## config.mk

```make
export PLATFORM = sky130hd
export DESIGN_NAME = hysteresis_step_quantizer
export DESIGN_NICKNAME = d
export VERILOG_FILES = /design/src/hdl/hsq_pkg.sv /design/src/hdl/hysteresis_step_quantizer.sv
export SDC_FILE = /design/constraint.sdc
export NUM_CORES = 2
export LEC_CHECK = 0
export ABC_AREA = 1
export BUFFER_PORTS_ARGS = -buffer_cell sky130_fd_sc_hd__buf_2
export CORE_UTILIZATION = 50
export DETAILED_ROUTE_END_ITERATION = 12
export PLACE_DENSITY_LB_ADDON = 0.3
export SYNTH_ARGS = -nofsm -noshare
export SYNTH_HDL_FRONTEND = slang
export SYNTH_SLANG_ARGS = --single-unit
export TNS_END_PERCENT = 100
```

## constraint.sdc

```tcl
create_clock -name clk -period 8.2 [get_ports clk]
set_clock_uncertainty 0.1 [all_clocks]
set_input_delay 0.41 -clock clk [delete_from_list [all_inputs] [get_ports clk]]
set_output_delay 0.41 -clock clk [all_outputs]
set_load 0.01 [all_outputs]
```

## src/hdl/hsq_pkg.sv

```systemverilog
// Shared types and constants of the hysteresis step quantizer.
package hsq_pkg;

	localparam int SampleW   = 32;
	localparam int StepW     = 16;
	localparam int TagW      = 8;
	localparam int CfgIdxW   = 2;
	localparam int ThrW      = 34;
	localparam int DivW      = 34;
	localparam int DivCntW   = $clog2(DivW + 1);
	localparam int MaxEvents = 63;
	localparam int EvCntW    = $clog2(MaxEvents + 1);
	localparam int MidScaleW = 17;
	localparam int MulAW     = SampleW + 1;
	localparam int MulBW     = MidScaleW + 1;
	localparam int MulPW     = MulAW + MulBW;
	localparam int DistShift = 7;
	localparam int DistW     = 8;
	localparam int DistSatLo = DistShift + DistW;

	localparam logic [StepW-1:0]   StepReset   = 16'd256;
	localparam logic [StepW-1:0]   HystReset   = 16'd0;
	localparam logic [TagW-1:0]    TagReset    = 8'd0;
	localparam logic [DivW-1:0]    MidNumer    = 34'h10000;
	localparam logic [DistW-1:0]   DistMax     = 8'd255;
	localparam logic [EvCntW-1:0]  MaxEvCnt    = EvCntW'(MaxEvents);

	localparam logic [CfgIdxW-1:0] CfgStep = 2'd0;
	localparam logic [CfgIdxW-1:0] CfgHyst = 2'd1;
	localparam logic [CfgIdxW-1:0] CfgTag  = 2'd2;

	localparam logic OpSample = 1'b0;
	localparam logic OpStop   = 1'b1;

	localparam logic KindEvent   = 1'b0;
	localparam logic KindSummary = 1'b1;

	typedef enum logic [3:0] {
		ST_IDLE,
		ST_DIV_LV,
		ST_DIV_MS,
		ST_DIST,
		ST_CMP,
		ST_DIV_N,
		ST_MOVE,
		ST_EVENT,
		ST_REM_MUL,
		ST_REM,
		ST_SUM
	} state_t;

endpackage

```

## src/hdl/hysteresis_step_quantizer.sv

```systemverilog
// Hysteresis step quantizer: sequencer around one shared divider and one multiplier.
//
// Takes one input word at a time and is stalled while it works. The first sample
// after reset or stop runs two 34-step radix-2 divisions (level and mid-scale) on
// the shared restoring divider and gives no result. A later sample that stays
// between the thresholds gives one summary word; a sample that crosses a threshold
// adds one 34-step division for the move count, a state to move the thresholds,
// and one level-change word per level step, at most 63 of them, before its summary.
// A finished word sits in an output register, so the next input word is taken
// while it waits. A step size of zero acts as one.
module hysteresis_step_quantizer (
	input  logic                               clk,
	input  logic                               arst_n,
	input  logic                               cfg_valid,
	output logic                               cfg_ready,
	input  logic [hsq_pkg::CfgIdxW-1:0]        cfg_index,
	input  logic [hsq_pkg::StepW-1:0]          cfg_data,
	input  logic                               in_valid,
	output logic                               in_stall,
	input  logic                               op,
	input  logic signed [hsq_pkg::SampleW-1:0] sample,
	output logic                               out_valid,
	input  logic                               out_stall,
	output logic                               kind,
	output logic signed [hsq_pkg::SampleW-1:0] level,
	output logic signed [hsq_pkg::SampleW-1:0] remainder,
	output logic [hsq_pkg::DistW-1:0]          mid_distance,
	output logic                               overflow,
	output logic [hsq_pkg::TagW-1:0]           event_tag,
	output logic                               last
);

	hsq_pkg::state_t state_q, state_d;

	logic [hsq_pkg::StepW-1:0]   step_q, hyst_q;
	logic [hsq_pkg::TagW-1:0]    tag_q;
	logic                        started_q;
	logic [hsq_pkg::SampleW-1:0] remainder_q;
	logic [hsq_pkg::DivCntW-1:0] div_cnt_q;
	logic [hsq_pkg::EvCntW-1:0]  ev_cnt_q;
	logic                        out_valid_q;

	logic [hsq_pkg::SampleW-1:0]   sample_q;
	logic [hsq_pkg::SampleW-1:0]   level_q;
	logic signed [hsq_pkg::ThrW-1:0] up_thr_q, down_thr_q;
	logic [hsq_pkg::MidScaleW-1:0] mid_scale_q;
	logic [hsq_pkg::DistW-1:0]     mid_q;
	logic [hsq_pkg::SampleW-1:0]   d_q;
	logic [hsq_pkg::MulPW-1:0]     mul_q;
	logic                          dir_up_q;
	logic                          ovf_q;
	logic [hsq_pkg::EvCntW-1:0]    ev_total_q;
	logic [hsq_pkg::SampleW-1:0]   ev_level_q;
	logic [hsq_pkg::DivW-1:0]      dvd_q;
	logic [hsq_pkg::ThrW-1:0]      nst_q;
	logic [hsq_pkg::StepW-1:0]     div_rem_q;
	logic [hsq_pkg::DivW-1:0]      div_quo_q;

	logic                          out_kind_q, out_ovf_q, out_last_q;
	logic [hsq_pkg::SampleW-1:0]   out_level_q, out_rem_q;
	logic [hsq_pkg::DistW-1:0]     out_mid_q;

	logic                          in_accept, out_free, out_load_ev, out_load_sum;
	logic [hsq_pkg::StepW-1:0]     st;
	logic signed [hsq_pkg::ThrW-1:0] st_x, hy_x, sample_x, abs_x, lvst, diff, dividend;
	logic                          gt, lt;
	logic signed [hsq_pkg::SampleW:0] rem_x, dd;
	logic [hsq_pkg::SampleW:0]     d_abs;
	logic [hsq_pkg::StepW+1:0]     div_trial;
	logic                          div_ge, div_done;
	logic [hsq_pkg::StepW-1:0]     div_rem_nx;
	logic [hsq_pkg::DivW-1:0]      div_quo_nx;
	logic signed [hsq_pkg::MulAW-1:0] mul_a;
	logic signed [hsq_pkg::MulBW-1:0] mul_b;
	logic signed [hsq_pkg::MulPW-1:0] mul_p;
	logic [hsq_pkg::DistW-1:0]     dist_sat;
	logic [hsq_pkg::SampleW-1:0]   ev_lv_nx, lv_start;

	assign cfg_ready = 1'b1;
	assign in_accept = in_valid && !in_stall;
	assign out_free  = !out_valid_q || !out_stall;

	assign st   = (step_q == '0) ? hsq_pkg::StepW'(1) : step_q;
	assign st_x = {{(hsq_pkg::ThrW-hsq_pkg::StepW){1'b0}}, st};
	assign hy_x = {{(hsq_pkg::ThrW-hsq_pkg::StepW){1'b0}}, hyst_q};
	assign sample_x = {{(hsq_pkg::ThrW-hsq_pkg::SampleW){sample_q[hsq_pkg::SampleW-1]}}, sample_q};
	assign abs_x = {{(hsq_pkg::ThrW-hsq_pkg::SampleW){sample[hsq_pkg::SampleW-1]}}, sample};

	// distance from mid-step uses the remainder left by the previous sample
	assign rem_x = {remainder_q[hsq_pkg::SampleW-1], remainder_q};
	assign dd    = rem_x - {{(hsq_pkg::SampleW+2-hsq_pkg::StepW){1'b0}}, st[hsq_pkg::StepW-1:1]};
	assign d_abs = dd[hsq_pkg::SampleW] ? -dd : dd;

	// start: level*step = sample minus the signed remainder of the truncating division
	assign lvst = sample_q[hsq_pkg::SampleW-1]
		? sample_x + {{(hsq_pkg::ThrW-hsq_pkg::StepW){1'b0}}, div_rem_q}
		: sample_x - {{(hsq_pkg::ThrW-hsq_pkg::StepW){1'b0}}, div_rem_q};
	assign lv_start = sample_q[hsq_pkg::SampleW-1] ? -div_quo_q[hsq_pkg::SampleW-1:0]
		: div_quo_q[hsq_pkg::SampleW-1:0];

	assign gt       = sample_x > up_thr_q;
	assign lt       = sample_x < down_thr_q;
	assign diff     = gt ? sample_x - up_thr_q : down_thr_q - sample_x;
	assign dividend = diff + st_x - hsq_pkg::ThrW'(1);

	// one restoring division step per cycle
	assign div_trial  = {1'b0, div_rem_q, div_quo_q[hsq_pkg::DivW-1]} - {2'b00, st};
	assign div_ge     = !div_trial[hsq_pkg::StepW+1];
	assign div_rem_nx = div_ge ? div_trial[hsq_pkg::StepW-1:0]
		: {div_rem_q[hsq_pkg::StepW-2:0], div_quo_q[hsq_pkg::DivW-1]};
	assign div_quo_nx = {div_quo_q[hsq_pkg::DivW-2:0], div_ge};
	assign div_done   = div_cnt_q == hsq_pkg::DivCntW'(hsq_pkg::DivW);

	// shared multiplier: distance product, then level times step
	always_comb begin
		if (state_q == hsq_pkg::ST_DIST) begin
			mul_a = {1'b0, d_q};
			mul_b = {1'b0, mid_scale_q};
		end else begin
			mul_a = {level_q[hsq_pkg::SampleW-1], level_q};
			mul_b = {{(hsq_pkg::MulBW-hsq_pkg::StepW){1'b0}}, st};
		end
	end
	assign mul_p = mul_a * mul_b;

	assign dist_sat = (|mul_q[hsq_pkg::MulPW-1:hsq_pkg::DistSatLo]) ? hsq_pkg::DistMax
		: mul_q[hsq_pkg::DistSatLo-1:hsq_pkg::DistShift];

	assign ev_lv_nx = dir_up_q ? ev_level_q + hsq_pkg::SampleW'(1)
		: ev_level_q - hsq_pkg::SampleW'(1);

	always_ff @(posedge clk or negedge arst_n) begin
		if (!arst_n) begin
			state_q <= hsq_pkg::ST_IDLE;
		end else begin
			state_q <= state_d;
		end
	end

	always_comb begin
		state_d      = state_q;
		in_stall     = 1'b1;
		out_load_ev  = 1'b0;
		out_load_sum = 1'b0;
		case (state_q)
			hsq_pkg::ST_IDLE: begin
				in_stall = 1'b0;
				if (in_valid && op == hsq_pkg::OpSample) begin
					state_d = started_q ? hsq_pkg::ST_DIST : hsq_pkg::ST_DIV_LV;
				end
			end
			hsq_pkg::ST_DIV_LV: begin
				if (div_done) state_d = hsq_pkg::ST_DIV_MS;
			end
			hsq_pkg::ST_DIV_MS: begin
				if (div_done) state_d = hsq_pkg::ST_IDLE;
			end
			hsq_pkg::ST_DIST: state_d = hsq_pkg::ST_CMP;
			hsq_pkg::ST_CMP: begin
				state_d = (gt || lt) ? hsq_pkg::ST_DIV_N : hsq_pkg::ST_REM_MUL;
			end
			hsq_pkg::ST_DIV_N: begin
				if (div_done) state_d = hsq_pkg::ST_MOVE;
			end
			hsq_pkg::ST_MOVE: state_d = hsq_pkg::ST_EVENT;
			hsq_pkg::ST_EVENT: begin
				if (out_free) begin
					out_load_ev = 1'b1;
					if (ev_cnt_q + hsq_pkg::EvCntW'(1) == ev_total_q) begin
						state_d = hsq_pkg::ST_REM_MUL;
					end
				end
			end
			hsq_pkg::ST_REM_MUL: state_d = hsq_pkg::ST_REM;
			hsq_pkg::ST_REM: state_d = hsq_pkg::ST_SUM;
			hsq_pkg::ST_SUM: begin
				if (out_free) begin
					out_load_sum = 1'b1;
					state_d      = hsq_pkg::ST_IDLE;
				end
			end
			default: state_d = hsq_pkg::ST_IDLE;
		endcase
	end

	// control and architectural state with reset values
	always_ff @(posedge clk or negedge arst_n) begin
		if (!arst_n) begin
			step_q      <= hsq_pkg::StepReset;
			hyst_q      <= hsq_pkg::HystReset;
			tag_q       <= hsq_pkg::TagReset;
			started_q   <= 1'b0;
			remainder_q <= '0;
			div_cnt_q   <= '0;
			ev_cnt_q    <= '0;
			out_valid_q <= 1'b0;
		end else begin
			if (cfg_valid && cfg_ready) begin
				case (cfg_index)
					hsq_pkg::CfgStep: step_q <= cfg_data;
					hsq_pkg::CfgHyst: hyst_q <= cfg_data;
					hsq_pkg::CfgTag:  tag_q  <= cfg_data[hsq_pkg::TagW-1:0];
					default: ;
				endcase
			end
			if (in_accept && op == hsq_pkg::OpStop) started_q <= 1'b0;
			if (state_q == hsq_pkg::ST_DIV_MS && div_done) started_q <= 1'b1;
			if (state_q == hsq_pkg::ST_REM) begin
				remainder_q <= sample_q - mul_q[hsq_pkg::SampleW-1:0];
			end
			if ((in_accept && op == hsq_pkg::OpSample && !started_q)
				|| (state_q == hsq_pkg::ST_DIV_LV && div_done)
				|| (state_q == hsq_pkg::ST_CMP && (gt || lt))) begin
				div_cnt_q <= '0;
			end else if (!div_done) begin
				div_cnt_q <= div_cnt_q + hsq_pkg::DivCntW'(1);
			end
			if (state_q == hsq_pkg::ST_MOVE) begin
				ev_cnt_q <= '0;
			end else if (out_load_ev) begin
				ev_cnt_q <= ev_cnt_q + hsq_pkg::EvCntW'(1);
			end
			if (out_load_ev || out_load_sum) begin
				out_valid_q <= 1'b1;
			end else if (!out_stall) begin
				out_valid_q <= 1'b0;
			end
		end
	end

	always_ff @(posedge clk) begin
		if (in_accept && op == hsq_pkg::OpSample) begin
			sample_q <= sample;
			d_q      <= d_abs[hsq_pkg::SampleW-1:0];
			if (!started_q) begin
				div_rem_q <= '0;
				div_quo_q <= sample[hsq_pkg::SampleW-1] ? -abs_x : abs_x;
			end
		end
		case (state_q)
			hsq_pkg::ST_DIV_LV: begin
				if (div_done) begin
					level_q    <= lv_start;
					up_thr_q   <= lvst + st_x + hy_x;
					down_thr_q <= lvst - hy_x;
					div_rem_q  <= '0;
					div_quo_q  <= hsq_pkg::MidNumer;
				end else begin
					div_rem_q <= div_rem_nx;
					div_quo_q <= div_quo_nx;
				end
			end
			hsq_pkg::ST_DIV_MS: begin
				if (div_done) begin
					mid_scale_q <= div_quo_q[hsq_pkg::MidScaleW-1:0];
				end else begin
					div_rem_q <= div_rem_nx;
					div_quo_q <= div_quo_nx;
				end
			end
			hsq_pkg::ST_DIST: mul_q <= mul_p;
			hsq_pkg::ST_CMP: begin
				mid_q    <= dist_sat;
				dir_up_q <= gt;
				ovf_q    <= 1'b0;
				dvd_q    <= dividend;
				div_rem_q <= '0;
				div_quo_q <= dividend;
			end
			hsq_pkg::ST_DIV_N: begin
				if (div_done) begin
					// level moves the full count even when events are dropped
					level_q    <= dir_up_q ? level_q + div_quo_q[hsq_pkg::SampleW-1:0]
						: level_q - div_quo_q[hsq_pkg::SampleW-1:0];
					ev_level_q <= level_q;
					ovf_q      <= |div_quo_q[hsq_pkg::DivW-1:hsq_pkg::EvCntW];
					ev_total_q <= (|div_quo_q[hsq_pkg::DivW-1:hsq_pkg::EvCntW])
						? hsq_pkg::MaxEvCnt : div_quo_q[hsq_pkg::EvCntW-1:0];
					nst_q      <= dvd_q - {{(hsq_pkg::DivW-hsq_pkg::StepW){1'b0}}, div_rem_q};
				end else begin
					div_rem_q <= div_rem_nx;
					div_quo_q <= div_quo_nx;
				end
			end
			hsq_pkg::ST_MOVE: begin
				up_thr_q   <= dir_up_q ? up_thr_q + nst_q : up_thr_q - nst_q;
				down_thr_q <= dir_up_q ? down_thr_q + nst_q : down_thr_q - nst_q;
			end
			hsq_pkg::ST_EVENT: begin
				if (out_load_ev) ev_level_q <= ev_lv_nx;
			end
			hsq_pkg::ST_REM_MUL: mul_q <= mul_p;
			default: ;
		endcase
		if (out_load_ev) begin
			out_kind_q  <= hsq_pkg::KindEvent;
			out_level_q <= ev_lv_nx;
			out_rem_q   <= '0;
			out_mid_q   <= '0;
			out_ovf_q   <= 1'b0;
			out_last_q  <= 1'b0;
		end else if (out_load_sum) begin
			out_kind_q  <= hsq_pkg::KindSummary;
			out_level_q <= level_q;
			out_rem_q   <= remainder_q;
			out_mid_q   <= mid_q;
			out_ovf_q   <= ovf_q;
			out_last_q  <= 1'b1;
		end
	end

	assign out_valid    = out_valid_q;
	assign kind         = out_kind_q;
	assign level        = out_level_q;
	assign remainder    = out_rem_q;
	assign mid_distance = out_mid_q;
	assign overflow     = out_ovf_q;
	assign event_tag    = tag_q;
	assign last         = out_last_q;

	a_last_on_summary: assert property (@(posedge clk) disable iff (!arst_n)
		out_valid |-> (last == (kind == hsq_pkg::KindSummary)))
		else $error("last flag does not match word kind");

	a_stop_clears: assert property (@(posedge clk) disable iff (!arst_n)
		(in_valid && !in_stall && op == hsq_pkg::OpStop) |=> !started_q)
		else $error("stop word did not clear started");

	a_event_bound: assert property (@(posedge clk) disable iff (!arst_n)
		(state_q == hsq_pkg::ST_EVENT) |-> (ev_cnt_q < ev_total_q))
		else $error("event count ran past its total");

	a_div_count: assert property (@(posedge clk) disable iff (!arst_n)
		(div_cnt_q <= hsq_pkg::DivCntW'(hsq_pkg::DivW)))
		else $error("divider step count out of range");

endmodule

```

* Word-level counts from Yosys, hierarchy flattened *
Index checks and enable logic that the tools add are counted.
Widths: inputs -> output; s select.

word-level totals
  logic and storage cells = 184
  flip-flop bits (word level) = 562

operators by class
  bitwise logic cells = 1
  equal/unequal tests = 24
  multiplexer cells = 59
  multipliers = 1
  $add $sub $neg = 26
  reductions and logical operators = 41
  $lt $le $gt $ge = 2

operators with widths
  cell                   number
  $mux 34                11
  $mux 32                10
  $pmux 34 s2            2
  $pmux 32 s2            2
  $add 34x17->34         3
  $pmux 34 s3            1
  $mux 16                6
  $add 34x34->34         2
  $sub 34x34->34         2
  $neg 32->32            2
  $sub 32x32->32         2
  $mul 33x18->51         1
  $pmux 16 s3            1
  $pmux 4 s11            1
  $reduce_or 36->1       1
  $gt 32x34->1           1
  $lt 32x34->1           1
  $neg 32->34            1
  $sub 32x34->34         1
  $sub 34x16->34         1
  $sub 34x17->34         1
  $sub 34x2->34 const B  1
  $sub 34x32->34         1
  $add 32x17->33         1
  other kinds (37)       98

* Longest topological paths before layout *
  depth in word-level cells = 7
  gate-level depth with buffers = 35

* Worst setup path after synthesis *
No wires, ideal clock.

  path type = register to register
  start = register state_q[3]
  end = register mul_q[28] (netlist bit), data pin
  path slack = 1.246 ns
  cell stages (with the launch flop) = 29
  data arrival time = 6.589 ns
  clock period less this slack = 6.954 ns
  cells stage by stage = dfrtp_1 nor2_1 inv_1 nor2_1 clkinv_1 clkbuf_1 clkbuf_1 o21ai_1 inv_1 nor2_1 fa_1 inv_1 fa_1 fa_1 fa_1 inv_1 fa_1 inv_1 fa_1 inv_1 ha_1 a21oi_1 inv_1 a31oi_1 a21boi_0 o21ai_0 a21boi_0 o21ai_0 xor2_1

between the ends
  cells in the longest elaborated chain, start to end = 3
  elaborated cells on any way between the ends = 4

RTL lines
  element                             RTL line                          RTL
  start, declared                     hysteresis_step_quantizer.sv:33   hsq_pkg::state_t state_q, state_d;
  start signal, assigned              hysteresis_step_quantizer.sv:134  state_q <= hsq_pkg::ST_IDLE;
  start signal, assigned              hysteresis_step_quantizer.sv:136  state_q <= state_d;
  $eq 4x2->1 (*)                      hysteresis_step_quantizer.sv:116  if (state_q == hsq_pkg::ST_DIST) begin
  $mux 33 or $mux 17 (tied branches)  hysteresis_step_quantizer.sv:116
  $mul 33x18->51 (*)                  hysteresis_step_quantizer.sv:124  assign mul_p = mul_a * mul_b;
  via mul_p (one bit)                 hysteresis_step_quantizer.sv:75   logic signed [hsq_pkg::MulPW-1:0] mul_p;
  end signal, assigned                hysteresis_step_quantizer.sv:261  hsq_pkg::ST_DIST: mul_q <= mul_p;
  end signal, assigned                hysteresis_step_quantizer.sv:292  hsq_pkg::ST_REM_MUL: mul_q <= mul_p;
  end, declared                       hysteresis_step_quantizer.sv:49   logic [hsq_pkg::MulPW-1:0] mul_q;

The timed path passes the listed nets; every way through them passes the cells marked *.
A chain may end at the register's enable or synchronous reset.

* Worst setup path in the final report *
  start = register state_q[3]
  end = register mul_q[49] (netlist bit), data pin

The elaborated chain is that of the path after synthesis.

==> reports/results.ini <==
[floorplan]
die_w_um=372
coreArea_sq_mm=0.136
start_util_pct=50.4
die_h_um=372
die_area_sq_mm=0.138
io_pins=142
rows=135

[yosys]
synth_cell_type_count=74
syn_inst=9301
synth-edff-count=380
ys.flop_type=edfxtp_1
synthArstFlopShare_pct=16.0
synth_area_sq_mm=0.0684
ys_ff_latch=562
yosysSeqAreaShare_pct=22.7
synth.avg_cell_area_sq_um=7.36
yosys_warnings=0

[status]
outcome=finished, final reports clean

[critical_path]
worst-setup-path-type=flip-flop to flip-flop
critPathLaunchType=flip-flop
cpMostUsedCell=inv_1
arrival_ps=8280
cpMaxStageDelayCell=fa_1
endpoint_kind=flip-flop
cp_max_fo=10
required_ps=8560
slowest_delay_ps=590

[hold_path]
hold_path_class=primary input to flip-flop

[detailed_routing]
drt_iter0_drc=8896
ant_nets=0
drtPass1Iterations=10
drc=0
via_per_inst=5.88
wire_per_inst_um=24.4
wl_um=278000
vias=67000

[global_route]
overflow=0
grt_max_degree=75
antenna_found_initial=24
grt_pass1_vias=62700
grt_pass1_wl_um=406000
grt_usage_pct=40.0

[clock_network]
clkTransAtPathRegs_ps=70
root_buffer=clkbuf_16
htreeDepth=3
clk-insertion-delay-late_ps=720
cts_tree=done
cts.sinks=562
clockBufferDepth=3
cts_made_buffers=70

[sta]
fmax_mhz=126
rsz0062_at_grt=yes
max_slew_margin_pct=12.5
period_minus_slack_ps=7930
worst_hold_slack_ps=133
hold_viol_final=0
post-route-period-util_pct=96.7
finalSetupViolations=0
drv_slew=0
tns_ps=0
worstMarginPinSlew_ps=1300

[power]
power_frac_comb_pct=76.4
p_leak_uw=0.0365
net-switching-power_uw=18800
pwr-share-seq_pct=13.4
peakVddDrop_uv=1960
intPower_uw=15100
power_density_mw_per_mm2=452
clockPowerShare_pct=10.2
netSwitchingFraction_pct=55.4

[cells_and_area]
fill_cells=13200
fin_nets=10700
stdcell_area_sq_mm=0.0751
drive_gt1_share_pct=5.99
syn_to_final_growth_pct=9.78
layoutNonFillerInstCount=11400

[placement]
dp.cells=11200
io_buffers=140
placed_area_sq_mm=0.0720
place_congestion=1.05
place_hpwl_um=229000

[job]
maxCapViolCount=0

cells in the mapped netlist, types with 78 or more instances:
master	count	area (sq um)
nand2_1	1968	7390
nand3_1	368	1840
nor2_1	989	3710
a21oi_1	677	3390
xnor2_1	132	1160
fa_1	566	11300
ha_1	513	6420
dfrtp_1	89	2230
nand4_1	78	488
nor3_1	86	430
o21ai_0	669	3350
inv_1	1625	6100
dfxtp_1	92	1840
clkbuf_1	193	724
edfxtp_1	380	11400
xor2_1	243	2130
flip-flops by register name (all words and copies together) (netlist names), 8 cells and up:
name and count:
mul_q 51, div_quo_q 34, down_thr_q 34, dvd_q 34
nst_q 34, up_thr_q 34, d_q 32, ev_level_q 32
level 32, level_q 32, remainder 32, remainder_q 32
sample_q 32, mid_scale_q 17, div_rem_q 16, hyst_q 16
step_q 16, event_tag 8, mid_distance 8, mid_q 8
area by class of cell:
type                       count  area (sq um)  share of cell area (%)
sequential                   562         15500                    20.6
timing repair buffer         367          2650                    3.53
clock inverter                49           644                   0.858
multi-input combinational   6869         46000                    61.2
antenna                       24          60.1                  0.0800
tap                         1781          2230                    2.97
inverter                    1649          6200                    8.25
clock buffer                  81          1830                    2.44
layer usage:
metal	up-vias	share of wire, %	global-route usage (%)
met3	604	13	12.1
met1	31900	44	59.1
met5	-	0.12	0
li1	30500	-	-
met2	3862	39	53.9
met4	26	4.0	15.2
kinds of logic after synthesis:
| logic type | share of synthesized area (%) |
|---|---|
| AOI/OAI and AO/OA | 14.2 |
| xor gates and xnor gates | 4.94 |
| adders and majority gates | 25.9 |
| buffers and inverters | 10.3 |
| DFF | 22.7 |
| muxes | 0.0146 |
| other | 0.0110 |
| and+or+nand+nor | 21.9 |
power by group through the flow:
stage | Sequential [uW] | Combinational [uW] | Clock [uW]
CTS | 4550 | 25300 | 3470
finish | 4560 | 25900 | 3450
floorplan | 4540 | 16500 | 0
global placement | 4600 | 25000 | 0
detailed placement | 4610 | 25000 | 0
global route | 4570 | 28500 | 3570
per-stage QoR:
stage	utilization, %	total power (uW)	worst slack (ps)
5_1_grt	55.3	36700	-56.1
3_5_place_dp	53.1	29600	97.3
4_1_cts	55.3	33300	55.8
3_3_place_gp	53.1	29600	91.1
6_report	55.4	33900	274
2_1_floorplan	-	21100	1250
path summary, 6_finish.rpt:
kind                                            start                     endpoint  slack (ps)  depth (start not counted)
setup / recovery               state_q[3]$_DFFE_PN0P_          mul_q[49]$_DFFE_PP_         270                         32
hold / removal                             sample[31]       sample_q[31]$_DFFE_PP_         130                          1
setup reg to reg               state_q[3]$_DFFE_PN0P_          mul_q[49]$_DFFE_PP_         270                         32
hold reg to reg            remainder[20]$_SDFFE_PP0P_   remainder[20]$_SDFFE_PP0P_         370                          2
max in group asynchronous                      arst_n  remainder_q[17]$_DFFE_PN0P_        6520                          3
min in group asynchronous                      arst_n     div_cnt_q[3]$_DFFE_PN0P_         140                          2
critical path, delay by kind of cell (launching register included):
family	cells	cell delay (ps)
adders and majority gates	7	3570
and+or+nand+nor	10	1490
buffers and inverters	10	1220
AOI/OAI and AO/OA	4	760
DFF	1	410
xor gates and xnor gates	1	150
placed cells by master, fill, tap and decap left out, types with 20 or more instances in the layout:
master / Yosys / final
clkbuf_16: 0 / 70
diode_2: 0 / 24
a21oi_1: 677 / 676
a21boi_0: 20 / 20
dfxtp_1: 92 / 92
inv_1: 1625 / 1621
o21ai_0: 669 / 662
edfxtp_1: 380 / 380
o21ai_1: 26 / 27
nand3b_1: 20 / 20
o21bai_1: 34 / 34
o211ai_1: 54 / 54
buf_2: 13 / 139
nand3_1: 368 / 368
nand4_1: 78 / 78
a31oi_1: 74 / 73
dlygate4sd3_1: 0 / 48
nand2_1: 1968 / 1966
or2_2: 43 / 43
o221ai_1: 20 / 20
a21o_1: 46 / 46
ha_1: 513 / 513
nor3_1: 86 / 83
dfrtp_1: 89 / 89
buf_4: 2 / 170
nor2_1: 989 / 981
nor4_1: 54 / 54
o21a_1: 41 / 41
fa_1: 566 / 566
xnor2_1: 132 / 132
xor2_1: 243 / 242
what timing repair did:
| item | CTS | global route |
|---|---|---|
| hold endpoints to repair | 97 | 0 |
| gates resized for setup | 0 | 13 |
| hold buffers | 48 | 0 |
| buffers inserted | 0 | 3 |
| setup endpoints to repair | 0 | 13 |
No activity file was read; power rests on OpenSTA's default activity.
